`src/dsp_pkg.sv`:
```
// Shared constants, opcodes, controller states and the control/status
// structs for the DAG shortest path block. No dependencies.
package dsp_pkg;

  localparam int MAX_NODES = 64;
  localparam int MAX_EDGES = 256;
  localparam int NODE_W    = $clog2(MAX_NODES);
  localparam int NCNT_W    = NODE_W + 1;
  localparam int EDGE_AW   = $clog2(MAX_EDGES);
  localparam int ECNT_W    = EDGE_AW + 1;
  localparam int WEIGHT_W  = 16;
  localparam int DIST_W    = 22;
  localparam int CFG_W     = 7;
  localparam int EDGE_W    = 2 * NODE_W + WEIGHT_W;
  localparam int STK_W     = NODE_W + ECNT_W;

  localparam logic [CFG_W-1:0] NODE_COUNT_RST = CFG_W'(MAX_NODES);
  localparam logic signed [DIST_W-1:0] DIST_MAX = {1'b0, {(DIST_W-1){1'b1}}};
  localparam logic signed [DIST_W-1:0] DIST_MIN = {1'b1, {(DIST_W-1){1'b0}}};

  typedef enum logic [1:0] {
    OP_CLEAR = 2'd0,
    OP_ADD   = 2'd1,
    OP_RUN   = 2'd2,
    OP_NONE  = 2'd3
  } opcode_e;

  typedef enum logic [3:0] {
    S_IDLE,
    S_ROOT,
    S_DREQ,
    S_DCHK,
    S_DPOP,
    S_RK,
    S_RU,
    S_RD,
    S_REQ,
    S_RCHK,
    S_RCMP,
    S_OREQ,
    S_OSEND
  } state_e;

  typedef struct packed {
    logic in_ready;
    logic take;
    logic root_next;
    logic root_start;
    logic edge_rd;
    logic fin_push;
    logic stk_rd;
    logic dfs_step;
    logic stk_load;
    logic relax_start;
    logic fin_rd;
    logic ubest_rd;
    logic du_load;
    logic e_next;
    logic vbest_rd;
    logic relax_upd;
    logic out_start;
    logic obest_rd;
    logic out_load;
  } cmd_t;

  typedef struct packed {
    logic in_valid;
    logic out_busy;
    logic run_ok;
    logic root_done;
    logic root_visited;
    logic edge_end;
    logic depth_zero;
    logic k_zero;
    logic u_reached;
    logic relax_match;
    logic out_last;
  } status_t;

endpackage

```
`src/dsp_ctrl.sv`:
```
// Controller state machine: sequences edge loads, depth-first walk,
// relaxation and result readout. Depends on dsp_pkg.
module dsp_ctrl (
  input  logic              clk_i,
  input  logic              rst_ni,
  input  dsp_pkg::status_t  stat_i,
  output dsp_pkg::cmd_t     cmd_o
);
  import dsp_pkg::*;

  state_e state_q, state_d;

  always_ff @(posedge clk_i or negedge rst_ni) begin
    if (!rst_ni) begin
      state_q <= S_IDLE;
    end else begin
      state_q <= state_d;
    end
  end

  always_comb begin
    cmd_o   = '0;
    state_d = state_q;
    case (state_q)
      S_IDLE: begin
        cmd_o.in_ready = !stat_i.out_busy;
        if (!stat_i.out_busy && stat_i.in_valid) begin
          cmd_o.take = 1'b1;
          if (stat_i.run_ok) state_d = S_ROOT;
        end
      end
      S_ROOT: begin
        if (stat_i.root_done) begin
          cmd_o.relax_start = 1'b1;
          state_d = S_RK;
        end else if (stat_i.root_visited) begin
          cmd_o.root_next = 1'b1;
        end else begin
          cmd_o.root_start = 1'b1;
          state_d = S_DREQ;
        end
      end
      S_DREQ: begin
        if (stat_i.edge_end) begin
          cmd_o.fin_push = 1'b1;
          if (stat_i.depth_zero) begin
            cmd_o.root_next = 1'b1;
            state_d = S_ROOT;
          end else begin
            cmd_o.stk_rd = 1'b1;
            state_d = S_DPOP;
          end
        end else begin
          cmd_o.edge_rd = 1'b1;
          state_d = S_DCHK;
        end
      end
      S_DCHK: begin
        cmd_o.dfs_step = 1'b1;
        state_d = S_DREQ;
      end
      S_DPOP: begin
        cmd_o.stk_load = 1'b1;
        state_d = S_DREQ;
      end
      S_RK: begin
        if (stat_i.k_zero) begin
          cmd_o.out_start = 1'b1;
          state_d = S_OREQ;
        end else begin
          cmd_o.fin_rd = 1'b1;
          state_d = S_RU;
        end
      end
      S_RU: begin
        if (stat_i.u_reached) begin
          cmd_o.ubest_rd = 1'b1;
          state_d = S_RD;
        end else begin
          state_d = S_RK;
        end
      end
      S_RD: begin
        cmd_o.du_load = 1'b1;
        state_d = S_REQ;
      end
      S_REQ: begin
        if (stat_i.edge_end) begin
          state_d = S_RK;
        end else begin
          cmd_o.edge_rd = 1'b1;
          state_d = S_RCHK;
        end
      end
      S_RCHK: begin
        if (stat_i.relax_match) begin
          cmd_o.vbest_rd = 1'b1;
          state_d = S_RCMP;
        end else begin
          cmd_o.e_next = 1'b1;
          state_d = S_REQ;
        end
      end
      S_RCMP: begin
        cmd_o.relax_upd = 1'b1;
        state_d = S_REQ;
      end
      S_OREQ: begin
        cmd_o.obest_rd = 1'b1;
        state_d = S_OSEND;
      end
      S_OSEND: begin
        if (!stat_i.out_busy) begin
          cmd_o.out_load = 1'b1;
          state_d = stat_i.out_last ? S_IDLE : S_OREQ;
        end
      end
      default: begin
        state_d = S_IDLE;
      end
    endcase
  end

endmodule

```
`config.mk`:
```
export PLATFORM = sky130hd
export DESIGN_NAME = dsp_ctrl
export DESIGN_NICKNAME = d
export VERILOG_FILES = /design/src/dsp_pkg.sv /design/src/dsp_ctrl.sv
export SDC_FILE = /design/constraint.sdc
export NUM_CORES = 1
export LEC_CHECK = 0
export BUFFER_PORTS_ARGS = -buffer_cell sky130_fd_sc_hd__buf_2
export CAP_MARGIN = 10
export CORE_UTILIZATION = 38
export DETAILED_ROUTE_END_ITERATION = 12
export PLACE_DENSITY = 0.77
export SLEW_MARGIN = 5
export SYNTH_ARGS = -nofsm -noshare
export SYNTH_HDL_FRONTEND = slang
export SYNTH_SLANG_ARGS = --single-unit
```
`constraint.sdc`:
```
create_clock -name clk_i -period 1.5 [get_ports clk_i]
set_input_delay 0.15 -clock clk_i [delete_from_list [all_inputs] [get_ports clk_i]]
set_output_delay 0.15 -clock clk_i [all_outputs]
set_load 0.01 [all_outputs]
```
==> summary.txt <==
Routing
  – Vias per cell: 5.59
  – DRC Markers: 0
  – Drt first pass iters: 4
  – Routed Antenna Nets: 0
  – Iteration-0 DRC Markers: 36
  – DR WL/cell: 13.8 um
  – Routed WL: 1980 um
  – Vias post-DR: 799

Critical path
  – Slowest CP cell: dfrtp_2
  – CP bufs+invs: 1
  – CP max stage delay: 0.47 ns
  – Crit-path cells: buf_4 > nand3b_1 > o32a_1 > nor2_1 > or4_4
  – CP endpoint kind: register
  – Max FO, Critical Path: 7
  – CP arrival: 1.60 ns
  – CP startpoint kind: register
  – Worst endpoint required time: 1.59 ns
  – Critical path class: reg2reg
  – Top Family by Delay on Critical Path: simple AND/OR/NAND/NOR gates

CTS
  – Clock Tree Root: clkbuf_4
  – Clock Sinks: 4
  – Worst-path clk slew: 0.04 ns
  – CTS tree: yes
  – Clk buf depth: 2
  – Worst-skew pair later-pin latency: 0.23 ns
  – TritonCTS Buffers: 3
  – # H-tree levels: 1

Cells and area
  – Area Overhead vs Synth: 73.1%
  – Inserted Diodes: 0
  – Final standard cell area without fillers: 981 um2
  – Final #Nets: 143
  – Commonest cells after routing, fill and taps aside: buf_2 (30), buf_4 (12), nand2_1 (8)
  – Most common cell after layout, fill and taps aside: buf_2
  – Max reg flops: 4
  – Share of cells above drive strength 1: 0.594
  – Fillers: 107
  – Largest registers: state_q (4)
  – Register with the most flip-flops: state_q

Synthesis
  – EDFF count, synth: 0
  – Synth warnings: 0
  – Synthesized flop and latch total: 4
  – Async S/R FF share, synth: 1.00
  – Area contributors post-synth: dfrtp_1 (18%), nor3_1 (7.1%), nand2_1 (6.6%)
  – Syn avg cell area: 6.91 um2
  – Register area share after synthesis: 0.177
  – Syn_nets: 95
  – Post-synth top area share: 0.177
  – Post-Syn Instances: 82
  – Library cells used by synthesis: 37
  – Mapped Area: 567 um2
  – Post-synth top area cell: dfrtp_1
  – Top FF cell, synth: dfrtp_1

STA
  – Worst setup margin: -0.00840 ns
  – Max Clock Skew: 0.00336 ns
  – Unrepaired setup endpoints after global routing: yes
  – Worst-margin pin slew: 0.354 ns
  – Slew margin rel.: 0.764
  – Hold slack: 0.249 ns
  – Final Hold Fails: 0
  – Setup violators final: 2
  – Final slew viol count: 0
  – Final period utilization: 1.01
  – Min Tclk post-route: 1.51 ns
  – Top achievable clock speed: 0.663 GHz

Placement
  – Input/output buffers: 31
  – DP Worst Slack: 0.0130 ns
  – GPL Wtd Cong: 0.887
  – Half-perimeter wire length after placement: 1250 um
  – Area after DPL: 800 um2

GRT
  – Global route overflow: 0
  – First-pass GRT wire length: 2510 um
  – Vias in the first global route: 604
  – Initial antenna violation count: 0
  – Largest net degree at the start of global routing: 17
  – GRT Util Overall: 0.227

Floorplanning
  – Num rows: 13
  – Die height: 40.6 um
  – Die W: 40.6 um
  – Total I/O pin count: 32
  – Core Region: 1350 um2
  – DIE AREA: 1650 um2
  – Initial core utilization: 0.420

Worst hold path
  – Min-delay worst type: in2async

Power
  – Pwr dens: 1830 nW/um2
  – Leakage power: 0.000484 uW
  – VDD IR-drop max: 0.000975 V

Flow run
  – Max Cap Viol: 0

Outcome
  – Violated checks: setup timing
  – Status: complete, but fails checks
==> final cells by class <==
type                    instances  area [um2]  area share
flip-flops and latches          4         103       0.105
multi-input cells              68         504       0.514
clock buffers                   3        22.5      0.0230
repair buffers                 49         318       0.324
inverters                       4        15.0      0.0153
well taps                      15        18.8      0.0191
==> what timing repair did <==
item / CTS / global route
setup endpoints to repair: 6 / 13
setup buffers: 3 / 2
endpoints found under the hold margin: 4 / 0
pin swaps: 1 / 1
resized for setup: 7 / 22
hold buffers: 1 / 0
==> per-stage QoR <==
stage / util / cells / power, uW / setup TNS [ns]
2_1_floorplan: - / 82 / 915 / 0
3_3_place_gp: 0.592 / 134 / 1290 / 0
3_5_place_dp: 0.592 / 134 / 1310 / 0
4_1_cts: 0.647 / 141 / 1530 / 0
5_1_grt: 0.727 / 143 / 1920 / -0.323
6_report: 0.727 / 143 / 1790 / -0.0101
==> final timing paths <==
path | cells past startpoint | slack, ns | endpoint | from
hold / removal | 2 | 0.25 | state_q[1]$_DFFE_PN0P_ | rst_ni
max in group asynchronous | 2 | 1.12 | state_q[2]$_DFFE_PN0P_ | rst_ni
hold reg to reg | 4 | 0.79 | state_q[3]$_DFFE_PN0P_ | state_q[0]$_DFFE_PN0P_
min in group clk_i | 3 | 0.28 | state_q[3]$_DFFE_PN0P_ | stat_i[9]
setup / recovery | 5 | -0.008 | state_q[2]$_DFFE_PN0P_ | state_q[2]$_DFFE_PN0P_
setup reg to reg | 5 | -0.008 | state_q[2]$_DFFE_PN0P_ | state_q[2]$_DFFE_PN0P_
==> Yosys cell counts, drive strengths merged, types with 3 or more instances <==
library cell / instances
a21oi: 4
and3: 4
buf: 5
dfrtp: 4
inv: 4
nand2: 10
nand2b: 3
nand3b: 3
nor2: 8
nor2b: 6
nor3: 8
o21ai: 4
==> cells by family after synthesis <==
group                  count (synthesis)  share of synthesized area
flip-flops                             4                      0.177
multiplexers                           1                     0.0177
buffers and inverters                 10                     0.0817
AO/OA/AOI/OAI                         16                      0.188
XOR/XNOR                               1                     0.0155
AND/OR/NAND/NOR                       50                      0.521
==> metal layers <==
metal  vias to the layer above  part of all wire  GRT usage
li1                        394                 -          -
met3                         0             0.076     0.0761
met4                         0                 0     0.0417
met2                        49              0.50      0.381
met5                         -                 0          0
met1                       356              0.43      0.283
==> power by group <==
part | internal (uW) | switching, uW | leakage, uW
logic | 706 | 714 | 0.000422
registers | 163 | 83.5 | 0.0000490
clock network | 89.1 | 38.4 | 0.0000138
(Power assumes the default switching activity.)
